[src/sv/pbr_pkg.sv]
package pbr_pkg;

    localparam int FRAC_BITS    = 16;
    localparam int MAX_DEGREE   = 5;
    localparam int MAX_HALVINGS = FRAC_BITS + 1;

    localparam int XW     = 18;
    localparam int PRECW  = 18;
    localparam int COEFW  = 32;
    localparam int ACCW   = 48;
    localparam int STEPW  = 5;
    localparam int DEGW   = 3;
    localparam int IDXW   = 3;
    localparam int CFG_AW = 3;
    localparam int SPLIT  = 24;
    localparam int PHW    = ACCW - SPLIT + XW;
    localparam int PLW    = SPLIT + 1 + XW;
    localparam int SUMW   = ACCW + 2;

    localparam logic signed [XW-1:0] ONE_Q = XW'(1) << FRAC_BITS;

    localparam logic [CFG_AW-1:0] REG_DEGREE = 3'd0;
    localparam logic [CFG_AW-1:0] REG_COEF0  = 3'd1;
    localparam logic [CFG_AW-1:0] REG_COEF5  = 3'd6;

    typedef enum logic [1:0] {
        ST_CONVERGED = 2'd0,
        ST_EXACT     = 2'd1,
        ST_NO_CHANGE = 2'd2,
        ST_LEAD_ZERO = 2'd3
    } status_t;

    typedef enum logic [1:0] {
        XSEL_LO  = 2'd0,
        XSEL_HI  = 2'd1,
        XSEL_MID = 2'd2
    } xsel_t;

    typedef struct packed {
        logic    start;
        logic    load;
        xsel_t   xsel;
        logic    mul;
        logic    add;
        logic    cap_lo;
        logic    bisect;
        logic    emit;
        status_t status;
    } pbr_cmd_t;

    typedef struct packed {
        logic lead_zero;
        logic horner_last;
        logic acc_zero;
        logic no_change;
        logic loop_cont;
        logic out_busy;
    } pbr_stat_t;

endpackage

[src/sv/polynomial_bisection_root_unit.sv]
// Channel   Dir  Ports                         Contents
// s_ (in)   in   s_tvalid s_tready s_tdata     precision
// m_ (out)  out  m_tvalid m_tready m_tdata     root, status, halvings
// cfg       in   cfg_wr_en cfg_addr cfg_wdata  degree, coef_deg0..coef_deg5
//
// One request at a time; each Horner step is one multiply state and one
// add state through the shared datapath (S_MUL, then S_ADD).
// Reset is synchronous, active low; coefficients return to f(x) = x.
// The result register holds one finished result while the next request is taken.
module polynomial_bisection_root_unit
    import pbr_pkg::*;
(
    input  logic                aclk,
    input  logic                aresetn,
    input  logic                cfg_wr_en,
    input  logic [CFG_AW-1:0]   cfg_addr,
    input  logic [COEFW-1:0]    cfg_wdata,
    input  logic                s_tvalid,
    output logic                s_tready,
    input  logic [23:0]         s_tdata,  // [17:0] precision
    output logic                m_tvalid,
    input  logic                m_tready,
    output logic [31:0]         m_tdata   // [17:0] root, [19:18] status, [24:20] halvings
);

    pbr_cmd_t              cmd;
    pbr_stat_t             stat;
    logic signed [XW-1:0]  root;
    status_t               status;
    logic [STEPW-1:0]      halvings;

    pbr_ctrl u_ctrl (
        .aclk     (aclk),
        .aresetn  (aresetn),
        .s_tvalid (s_tvalid),
        .s_tready (s_tready),
        .stat     (stat),
        .cmd      (cmd)
    );

    pbr_datapath u_datapath (
        .aclk        (aclk),
        .aresetn     (aresetn),
        .cfg_wr_en   (cfg_wr_en),
        .cfg_addr    (cfg_addr),
        .cfg_wdata   (cfg_wdata),
        .s_precision (s_tdata[PRECW-1:0]),
        .cmd         (cmd),
        .stat        (stat),
        .m_tready    (m_tready),
        .m_tvalid    (m_tvalid),
        .m_root      (root),
        .m_status    (status),
        .m_halvings  (halvings)
    );

    assign m_tdata = {7'd0, halvings, status, root};

endmodule

[src/sv/pbr_datapath.sv]
module pbr_datapath
    import pbr_pkg::*;
(
    input  logic                    aclk,
    input  logic                    aresetn,
    input  logic                    cfg_wr_en,
    input  logic [CFG_AW-1:0]       cfg_addr,
    input  logic [COEFW-1:0]        cfg_wdata,
    input  logic [PRECW-1:0]        s_precision,
    input  pbr_cmd_t                cmd,
    output pbr_stat_t               stat,
    input  logic                    m_tready,
    output logic                    m_tvalid,
    output logic signed [XW-1:0]    m_root,
    output status_t                 m_status,
    output logic [STEPW-1:0]        m_halvings
);

    localparam logic signed [SUMW-1:0] ACC_MAX = (SUMW'(1) <<< (ACCW - 1)) - SUMW'(1);
    localparam logic signed [SUMW-1:0] ACC_MIN = -(SUMW'(1) <<< (ACCW - 1));

    logic [DEGW-1:0]           degree_reg;
    logic signed [COEFW-1:0]   coef_reg [0:MAX_DEGREE];

    logic [PRECW-1:0]          prec_reg;
    logic signed [XW-1:0]      lo_reg;
    logic signed [XW-1:0]      hi_reg;
    logic signed [XW-1:0]      x_reg;
    logic                      slo_neg_reg;
    logic                      slo_zero_reg;
    logic signed [ACCW-1:0]    acc_reg;
    logic [IDXW-1:0]           idx_reg;
    logic signed [PHW-1:0]     ph_reg;
    logic signed [PLW-1:0]     pl_reg;
    logic [STEPW-1:0]          step_reg;

    logic                      m_valid_reg;
    logic signed [XW-1:0]      root_reg;
    status_t                   status_reg;
    logic [STEPW-1:0]          halv_reg;

    logic [IDXW-1:0]           eff_deg;
    logic [IDXW-1:0]           rd_addr;
    logic signed [COEFW-1:0]   coef_rd;
    logic signed [XW:0]        bound_sum;
    logic signed [XW:0]        width;
    logic signed [XW-1:0]      mid;
    logic signed [XW-1:0]      x_next;
    logic signed [SPLIT-1:0]   acc_hi;
    logic signed [SPLIT:0]     acc_lo;
    logic signed [SUMW-1:0]    horner_sum;
    logic signed [ACCW-1:0]    acc_sat;
    logic                      acc_neg;
    logic                      acc_zero;

    always_comb begin
        if (degree_reg == '0) begin
            eff_deg = IDXW'(1);
        end else if (degree_reg > DEGW'(MAX_DEGREE)) begin
            eff_deg = IDXW'(MAX_DEGREE);
        end else begin
            eff_deg = degree_reg;
        end
    end

    assign rd_addr   = cmd.add ? (idx_reg - IDXW'(1)) : eff_deg;
    assign coef_rd   = coef_reg[rd_addr];
    assign bound_sum = {lo_reg[XW-1], lo_reg} + {hi_reg[XW-1], hi_reg};
    assign mid       = bound_sum[XW:1];
    assign width     = {hi_reg[XW-1], hi_reg} - {lo_reg[XW-1], lo_reg};

    always_comb begin
        case (cmd.xsel)
            XSEL_LO:  x_next = -ONE_Q;
            XSEL_HI:  x_next = ONE_Q;
            XSEL_MID: x_next = mid;
            default:  x_next = mid;
        endcase
    end

    assign acc_hi = acc_reg[ACCW-1:SPLIT];
    assign acc_lo = $signed({1'b0, acc_reg[SPLIT-1:0]});

    assign horner_sum = (SUMW'(ph_reg) <<< (SPLIT - FRAC_BITS))
                      + SUMW'(pl_reg >>> FRAC_BITS)
                      + SUMW'(coef_rd);

    always_comb begin
        if (horner_sum > ACC_MAX) begin
            acc_sat = ACC_MAX[ACCW-1:0];
        end else if (horner_sum < ACC_MIN) begin
            acc_sat = ACC_MIN[ACCW-1:0];
        end else begin
            acc_sat = horner_sum[ACCW-1:0];
        end
    end

    assign acc_neg  = acc_reg[ACCW-1];
    assign acc_zero = (acc_reg == '0);

    assign stat.lead_zero   = (coef_rd == '0);
    assign stat.horner_last = (idx_reg == IDXW'(1));
    assign stat.acc_zero    = acc_zero;
    assign stat.no_change   = !slo_zero_reg && !acc_zero && (acc_neg == slo_neg_reg);
    assign stat.loop_cont   = (width > $signed({1'b0, prec_reg}))
                           && (step_reg < STEPW'(MAX_HALVINGS));
    assign stat.out_busy    = m_valid_reg && !m_tready;

    always_ff @(posedge aclk) begin
        if (!aresetn) begin
            degree_reg <= DEGW'(1);
            for (int k = 0; k <= MAX_DEGREE; k++) begin
                coef_reg[k] <= (k == 1) ? COEFW'(ONE_Q) : '0;
            end
        end else if (cfg_wr_en) begin
            if (cfg_addr == REG_DEGREE) begin
                degree_reg <= cfg_wdata[DEGW-1:0];
            end else if (cfg_addr >= REG_COEF0 && cfg_addr <= REG_COEF5) begin
                coef_reg[cfg_addr - REG_COEF0] <= cfg_wdata;
            end
        end
    end

    always_ff @(posedge aclk) begin
        if (cmd.start) begin
            prec_reg <= (s_precision == '0) ? PRECW'(1) : s_precision;
            lo_reg   <= -ONE_Q;
            hi_reg   <= ONE_Q;
        end
        if (cmd.load) begin
            x_reg   <= x_next;
            acc_reg <= ACCW'(coef_rd);
            idx_reg <= eff_deg;
        end
        if (cmd.mul) begin
            ph_reg <= acc_hi * x_reg;
            pl_reg <= acc_lo * x_reg;
        end
        if (cmd.add) begin
            acc_reg <= acc_sat;
            idx_reg <= idx_reg - IDXW'(1);
        end
        if (cmd.cap_lo) begin
            slo_neg_reg  <= acc_neg;
            slo_zero_reg <= acc_zero;
        end
        if (cmd.bisect) begin
            if (!slo_zero_reg && (acc_neg != slo_neg_reg)) begin
                hi_reg <= x_reg;
            end else begin
                lo_reg       <= x_reg;
                slo_neg_reg  <= acc_neg;
                slo_zero_reg <= 1'b0;
            end
        end
    end

    always_ff @(posedge aclk) begin
        if (!aresetn) begin
            step_reg <= '0;
        end else if (cmd.start) begin
            step_reg <= '0;
        end else if (cmd.bisect) begin
            step_reg <= step_reg + STEPW'(1);
        end
    end

    always_ff @(posedge aclk) begin
        if (!aresetn) begin
            m_valid_reg <= 1'b0;
        end else if (cmd.emit) begin
            m_valid_reg <= 1'b1;
        end else if (m_tready) begin
            m_valid_reg <= 1'b0;
        end
    end

    always_ff @(posedge aclk) begin
        if (cmd.emit) begin
            status_reg <= cmd.status;
            halv_reg   <= step_reg;
            if (cmd.status == ST_NO_CHANGE || cmd.status == ST_LEAD_ZERO) begin
                root_reg <= '0;
            end else begin
                root_reg <= mid;
            end
        end
    end

    assign m_tvalid   = m_valid_reg;
    assign m_root     = root_reg;
    assign m_status   = status_reg;
    assign m_halvings = halv_reg;

    a_step_cap: assert property (@(posedge aclk) disable iff (!aresetn)
        step_reg <= STEPW'(MAX_HALVINGS))
        else $error("halving count past cap");

    a_bisect_shrinks: assert property (@(posedge aclk) disable iff (!aresetn)
        cmd.bisect |=> (width < $past(width)))
        else $error("bisection did not narrow the interval");

    a_early_no_steps: assert property (@(posedge aclk) disable iff (!aresetn)
        (cmd.emit && (cmd.status == ST_NO_CHANGE || cmd.status == ST_LEAD_ZERO))
            |-> (step_reg == '0))
        else $error("halvings counted on an early exit");

endmodule

[src/sv/pbr_ctrl.sv]
module pbr_ctrl
    import pbr_pkg::*;
(
    input  logic      aclk,
    input  logic      aresetn,
    input  logic      s_tvalid,
    output logic      s_tready,
    input  pbr_stat_t stat,
    output pbr_cmd_t  cmd
);

    typedef enum logic [8:0] {
        S_IDLE     = 9'b000000001,
        S_CHECK    = 9'b000000010,
        S_MUL      = 9'b000000100,
        S_ADD      = 9'b000001000,
        S_SIGN_LO  = 9'b000010000,
        S_SIGN_HI  = 9'b000100000,
        S_TEST     = 9'b001000000,
        S_SIGN_MID = 9'b010000000,
        S_DONE     = 9'b100000000
    } state_t;

    state_t  state_reg, state_next;
    state_t  ret_reg, ret_next;
    status_t status_reg, status_next;

    always_comb begin
        state_next  = state_reg;
        ret_next    = ret_reg;
        status_next = status_reg;
        cmd         = '0;
        cmd.status  = status_reg;
        case (state_reg)
            S_IDLE: begin
                if (s_tvalid) begin
                    cmd.start  = 1'b1;
                    state_next = S_CHECK;
                end
            end
            S_CHECK: begin
                if (stat.lead_zero) begin
                    status_next = ST_LEAD_ZERO;
                    state_next  = S_DONE;
                end else begin
                    cmd.load   = 1'b1;
                    cmd.xsel   = XSEL_LO;
                    ret_next   = S_SIGN_LO;
                    state_next = S_MUL;
                end
            end
            S_MUL: begin
                cmd.mul    = 1'b1;
                state_next = S_ADD;
            end
            S_ADD: begin
                cmd.add    = 1'b1;
                state_next = stat.horner_last ? ret_reg : S_MUL;
            end
            S_SIGN_LO: begin
                cmd.cap_lo = 1'b1;
                cmd.load   = 1'b1;
                cmd.xsel   = XSEL_HI;
                ret_next   = S_SIGN_HI;
                state_next = S_MUL;
            end
            S_SIGN_HI: begin
                if (stat.no_change) begin
                    status_next = ST_NO_CHANGE;
                    state_next  = S_DONE;
                end else begin
                    state_next = S_TEST;
                end
            end
            S_TEST: begin
                if (stat.loop_cont) begin
                    cmd.load   = 1'b1;
                    cmd.xsel   = XSEL_MID;
                    ret_next   = S_SIGN_MID;
                    state_next = S_MUL;
                end else begin
                    status_next = ST_CONVERGED;
                    state_next  = S_DONE;
                end
            end
            S_SIGN_MID: begin
                if (stat.acc_zero) begin
                    status_next = ST_EXACT;
                    state_next  = S_DONE;
                end else begin
                    cmd.bisect = 1'b1;
                    state_next = S_TEST;
                end
            end
            S_DONE: begin
                if (!stat.out_busy) begin
                    cmd.emit   = 1'b1;
                    state_next = S_IDLE;
                end
            end
            default: begin
                state_next = S_IDLE;
            end
        endcase
    end

    always_ff @(posedge aclk) begin
        if (!aresetn) begin
            state_reg  <= S_IDLE;
            ret_reg    <= S_SIGN_LO;
            status_reg <= ST_CONVERGED;
        end else begin
            state_reg  <= state_next;
            ret_reg    <= ret_next;
            status_reg <= status_next;
        end
    end

    assign s_tready = (state_reg == S_IDLE);

    a_emit_free: assert property (@(posedge aclk) disable iff (!aresetn)
        cmd.emit |-> !stat.out_busy)
        else $error("result written over a pending transfer");

    a_horner_return: assert property (@(posedge aclk) disable iff (!aresetn)
        (state_reg == S_ADD && stat.horner_last) |=> (state_reg == $past(ret_reg)))
        else $error("evaluation did not return to its caller");

    a_accept_check: assert property (@(posedge aclk) disable iff (!aresetn)
        (s_tvalid && s_tready) |=> (state_reg == S_CHECK))
        else $error("accepted transfer not checked");

endmodule
[config.mk]
export PLATFORM = sky130hd
export DESIGN_NAME = polynomial_bisection_root_unit
export DESIGN_NICKNAME = d
export VERILOG_FILES = /design/src/sv/pbr_pkg.sv /design/src/sv/polynomial_bisection_root_unit.sv /design/src/sv/pbr_datapath.sv /design/src/sv/pbr_ctrl.sv
export SDC_FILE = /design/constraint.sdc
export NUM_CORES = 2
export LEC_CHECK = 0
export BUFFER_PORTS_ARGS = -buffer_cell sky130_fd_sc_hd__buf_4
export CAP_MARGIN = 5
export CORE_UTILIZATION = 47
export CTS_CLUSTER_DIAMETER = 80
export CTS_CLUSTER_SIZE = 25
export DETAILED_ROUTE_END_ITERATION = 10
export PLACE_DENSITY = 0.74
export REMOVE_ABC_BUFFERS = 1
export SYNTH_ARGS = -nofsm -noshare
export SYNTH_HDL_FRONTEND = slang
export SYNTH_SLANG_ARGS = --single-unit
[constraint.sdc]
create_clock -name aclk -period 18.5 [get_ports aclk]
set_input_delay 1.85 -clock aclk [delete_from_list [all_inputs] [get_ports aclk]]
set_output_delay 1.85 -clock aclk [all_outputs]
set_load 0.01 [all_outputs]
== Yosys cells after proc, flatten, opt, wreduce, memory -nomap -nowiden ==
Memories as Yosys holds them, arrays and structs flattened.
Index checks and enable logic that the tools add are counted.
Word-level totals
  bits in registers: 264
  memory bits (writable): 192
  logic and storage cells: 147
  memories: 1
Cells by class
  add/subtract/negate cells: 7
  $mul: 2
  order comparisons: 7
  equality and inequality tests: 23
  mux-type cells: 61
  bitwise logic cells: 1
  reductions and logical operators: 26
Memories
  u_datapath.coef_reg: words 6, width 32, rd ports 1, clocked after memory_dff 0, wr ports 6, line pbr_datapath.sv:23  | logic signed [COEFW-1:0] coef_reg [0:MAX_DEGREE];
Operators with widths (count)
  $mux W48: 4
  $mux W18: 6
  $mux W9: 9
  $pmux W9 S9: 1
  $add A50 B27 Y50: 1
  $add A50 B32 Y50: 1
  $gt A50 B48 Y1 const B: 1
  $lt A50 B48 Y1 const B: 1
  $logic_not A48 Y1: 1
  $mul A25 B18 Y43: 1
  $mul A24 B18 Y42: 1
  $pmux W18 S2: 1
  $logic_not A32 Y1: 1
  $mux W32: 1
  $reduce_or A32 Y1: 1
  $pmux W9 S3: 1
  $mux W1: 24
  $mux W3: 8
  $add A18 B18 Y19: 1
  $gt A19 B19 Y1: 1
  $sub A18 B18 Y19: 1
  $logic_not A18 Y1: 1
  $ne A2 B2 Y1 const B: 7
  $eq A9 B1 Y1 const B: 1
  other kinds (36): 51

== Logic depth before layout (Yosys ltp) ==
An unclocked memory read counts as a cell.
  depth after elaboration: 10
  gate-level depth with buffers: 31

== Hierarchy ==
Synthesis repeated with hierarchy kept, for this count alone.
Unflattened totals
  cell total of the unflattened synthesis: 5350
  area total of the unflattened synthesis: 54469.7 µm²
By module, submodules not included
  pbr_datapath: times used 1, cells an instance 5246, area an instance 53611.4 µm², sequential area each 14063.5 µm²
  pbr_ctrl: times used 1, cells an instance 96, area an instance 802.0 µm², sequential area each 280.3 µm²
  polynomial_bisection_root_unit: times used 1, cells an instance 8, area an instance 56.3 µm², sequential area each 0.0 µm²

== Worst setup path after synthesis ==
Ideal clock, no wire load.
  path kind: flip-flop to flip-flop
  start: register u_ctrl.state_reg[5]
  end: register u_ctrl.state_reg[0]
  data arrival time: 9.071 ns
  path slack: 9.301 ns
  stages on the path, launching flop included: 9
  buffers on the path: 1
  path through: dfxtp_1 -> buf_6 -> or4_4 -> nor4b_1 -> nor3_1 -> nand3_1 -> mux2i_1 -> nand2_1 -> nand2_1
On the way
  word-level cells in the longest chain between the ends: 3
Ends and longest elaborated chain
  start: declaration: line pbr_ctrl.sv:24  | state_t state_reg, state_next;
  start signal: assignment: line pbr_ctrl.sv:113  | state_reg <= state_next;
  $eq A9 B9 Y1 / $eq A9 B1 Y1 (equally long branches): line pbr_ctrl.sv:34  | case (state_reg)
  $ne A2 B2 Y1 (no line)
  $reduce_and A2 Y1 (no line)
Parallel ways exist; a longest one is shown, timed or not.
A chain may end at the register's enable or synchronous reset.

== Worst setup path in the final report ==
  start: register u_ctrl.state_reg[5]
  end: register u_datapath.acc_reg[17] (data pin)
On the way
  word-level cells in the longest chain between the ends: 9
Ends and longest elaborated chain
  $eq A9 B4 Y1 *: line pbr_ctrl.sv:34
  $mux W1 *: line pbr_ctrl.sv:34
  $mux W3: line pbr_datapath.sv:66  | assign rd_addr = cmd.add ? (idx_reg - IDXW'(1)) : eff_deg;
  $mem_v2 Z6 W32
  $add A50 B32 Y50: line pbr_datapath.sv:86  | + SUMW'(coef_rd);
  $lt A50 B48 Y1: line pbr_datapath.sv:91  | end else if (horner_sum < ACC_MIN) begin
  $mux W48: line pbr_datapath.sv:91
  $mux W48: line pbr_datapath.sv:89  | if (horner_sum > ACC_MAX) begin
  $mux W48 *: line pbr_datapath.sv:139  | if (cmd.add) begin
  end signal: assignment: line pbr_datapath.sv:132  | acc_reg <= ACCW'(coef_rd);
  end signal: assignment: line pbr_datapath.sv:140  | acc_reg <= acc_sat;
  end: declaration: line pbr_datapath.sv:31  | logic signed [ACCW-1:0] acc_reg;
Every way passes the cells marked *; elsewhere a longest branch is shown, timed or not. The select of a mux whose other input is x is not followed.

==> summary.md <==
| Metric | Value |
|---|---|
| RSZ-0062 raised after global routing | `no` |
| Flop2flop setup slack | `8650 ps` |
| Sequential share of the synthesized area | `26.2%` |
| DR iter-0 viols | `3418` |
| Cell depth of the worst setup path | `22` |
| Number of remaining DRC errors | `0` |
| Later-pin clock latency in the skew report | `640 ps` |
| Worst hold path class | `reg2reg` |
| R2r startpoint | `u_ctrl.state_reg[5]$_SDFFE_PN0P_` |
| Antenna viol nets, final | `0` |
| Fin Setup TNS | `0 ps` |
| Synthesis-to-layout area growth | `5.59%` |
| Initial antenna violation count | `7` |
| Clk buf depth | `3` |
| Starting Density | `47.7%` |
| Setup repair bufs after CTS | `0` |
| Tightest Pin Transition | `1110 ps` |
| Critical Path Sink Type | `register` |
| Overall Global Routing Usage | `24.3%` |
| Netlist Area Pre-Place | `54800 um^2` |
| Final setup vio count | `0` |
| Fmax | `0.102 GHz` |
| CTS tree | `done` |
| Drt first pass iters | `6` |
| Maximum vdd drop | `0.0821 mV` |
| PwrDens | `57.1 nW/um^2` |
| Worst hold endpoint | `u_datapath.slo_zero_reg$_DFF_P_` |
| Placer Congestion | `0.912` |
| # IOs | `98` |
| Cell area after layout | `57900 um^2` |
| Tcrit/Tclk final | `53.2%` |
| Library cells used by synthesis | `84` |
| Clock net sink count | `498` |
| Synth area leader | `fa_1` |
| HP Start | `u_datapath.slo_zero_reg$_DFF_P_` |
| Total grt overflow | `0` |
| Slowest cell on crit path | `nand2_1` |
| Clk_skew | `28.4 ps` |
| Mean Syn Cell Area | `9.56 um^2` |
| Global-route wire length before repair | `225000 um` |
| # resized after CTS | `0` |
| Synth Warn # | `0` |
| Endpoint of the worst register-to-register path | `u_datapath.acc_reg[17]$_DFFE_PP_` |
| DP Wirelength | `101000 um` |
| Area of placed instances | `56800 um^2` |
| Slowest cell delay on critical path | `880 ps` |
| Largest delay contributor family on the critical path | `compound AO/OA/AOI/OAI gates` |
| Hold_buf cts | `0` |
| Final net count | `6856` |
| Post-DR wirelength/cell | `19.6 um` |
| Buffer and inverter count on the worst path | `2` |
| Layout cell share with drive strength beyond 1 | `4.79%` |
| Max reg flops | `256` |
| Seq cells post-synth | `498` |
| Core Area | `115000 um^2` |
| CTS clk-pin slew, worst paths | `90 ps` |
| Min Tclk post-route | `9850 ps` |
| WHS Path Cells | `2` |
| Max-cap viol count | `0` |
| Vias in the first global route | `41800` |
| Worst Path Class, Setup | `reg2reg` |
| Post-Syn Instances | `5731` |
| Die Ht | `343 um` |
| CTS root buffer | `clkbuf_16` |
| Fin. Hold Viols | `0` |
| Max_slew headroom | `25.7%` |
| Ys async rst share | `0%` |
| Top cell type's share of synthesized area | `30.0%` |
| Outcome | `finished clean` |
| Rows | `124` |
| Most common cell in the netlist | `inv_1` |
| P_leak | `25.6 nW` |
| TritonCTS buffer count | `31` |
| CP Data Required Time | `18910 ps` |
| Port Buffer Count | `84` |
| CP Launch Type | `register` |
| Pins over their slew limit | `0` |
| Chip width | `343 um` |
| CP cell instances | `nor4_4 > nand3_2 > mux2_2 > inv_2 > buf_4 > nand2_1 > nand3_1 > nand2_1 > o21ai_0 > ha_1 > ha_1 > o211ai_1 > a21oi_1 > o21ai_0 > o211ai_1 > a41oi_1 > nor3_1 > o41a_1 > o311ai_0 > o211ai_1 > nand2_1 > o21ai_0` |
| Final WL | `140000 um` |
| Die area | `118000 um^2` |
| Primary FF master, synth | `edfxtp_1` |
| EDFF count, synth | `437` |
| Reg2reg path depth | `22` |
| H-Tree Level Count | `1` |
| CP max FO | `38` |
| Vias per cell | `5.58` |
| Top post-synthesis cells by area | `fa_1 30%, edfxtp_1 24%, ha_1 8.3%, inv_1 7.0%, nand2_1 5.7%` |
| Commonest cells post-synth | `1016 x inv_1, 836 x nand2_1, 820 x fa_1` |
| Via count | `39900` |
| Crit path DAT | `10250 ps` |
| Final Core Density | `50.3%` |
| # diodes | `0` |
| Largest net degree at the start of global routing | `70` |
==> final cells by class <==
type | instances | area (um^2)
Clock inverter | 20 | 264
Multi-Input combinational cell | 3888 | 35400
Clock buffer | 38 | 812
Fill cell | 10200 | 57100
Tap cell | 1512 | 1890
Timing Repair Buffer | 171 | 1280
Inverter | 1019 | 3820
Sequential cell | 498 | 14300
==> cells by family (layout without fill, tap and decap cells) <==
logic type | Yosys count | after routing | share of synthesized area [%]
AO/OA/AOI/OAI | 571 | 571 | 6.65
XOR/XNOR | 153 | 153 | 2.44
adder cells (fa/ha/maj) | 1183 | 1183 | 38.2
buffers and inverters | 1351 | 1248 | 9.36
flip-flops | 498 | 498 | 26.2
multiplexers | 40 | 40 | 0.737
other | 1 | 7 | 0.00684
AND/OR/NAND/NOR | 1934 | 1934 | 16.4
==> routing by layer <==
metal	global-route usage [%]	share of wire (%)
met4	7.84	3.6
met5	0	0.0093
met2	41.8	49
met1	31.9	40
met3	2.77	7.4
==> cell usage in the layout (no fill, tap or decap), drive strengths merged, types with 38 or more instances in the layout <==
cell type	n
clkbuf	38
edfxtp	437
nand2b	77
o21ai	156
a21o	65
nor3	72
xor2	41
a21oi	152
nand3	165
nand4	41
inv	1028
ha	363
fa	820
xnor2	112
nor2	339
buf	171
and2	278
nand2	836
dfxtp	61
==> metrics by stage <==
step	instances	total power, mW	worst slack [ps]	hold slack (ps)
global placement	7088	2.52	9100	427
finish	7146	3.30	8650	471
floorplan	5405	2.22	9030	408
global route	7146	3.50	8190	495
CTS	7146	3.31	8850	468
detailed placement	7088	2.54	8970	450
==> report_power, final <==
group / total, mW / internal [mW] / leakage (nW) / switching (mW)
Sequential: 1.33 / 1.31 / 4.48 / 0.0187
Clock: 0.769 / 0.339 / 0.515 / 0.430
Combinational: 1.21 / 0.501 / 20.6 / 0.707
Total: 3.30 / 2.15 / 25.6 / 1.16
==> worst max path at each step <==
stage	startpoint	to	slack, ps
6_report	u_ctrl.state_reg[5]$_SDFFE_PN0P_	u_datapath.acc_reg[17]$_DFFE_PP_	8650
5_1_grt	u_ctrl.state_reg[5]$_SDFFE_PN0P_	u_datapath.acc_reg[17]$_DFFE_PP_	8190
4_1_cts	u_ctrl.state_reg[5]$_SDFFE_PN0P_	u_datapath.acc_reg[17]$_DFFE_PP_	8850
3_5_place_dp	u_ctrl.state_reg[5]$_SDFFE_PN0P_	u_datapath.acc_reg[17]$_DFFE_PP_	8970
3_3_place_gp	u_ctrl.state_reg[5]$_SDFFE_PN0P_	u_datapath.acc_reg[17]$_DFFE_PP_	9100
2_1_floorplan	u_ctrl.state_reg[5]$_SDFFE_PN0P_	u_datapath.acc_reg[39]$_DFFE_PP_	9030
==> worst min-delay path, cell delays in order (launching register included) <==
cell and delay, ps:
dfxtp_1 320, inv_1 60, a21oi_1 50
Note: power is estimated with default switching activity, not from simulation.
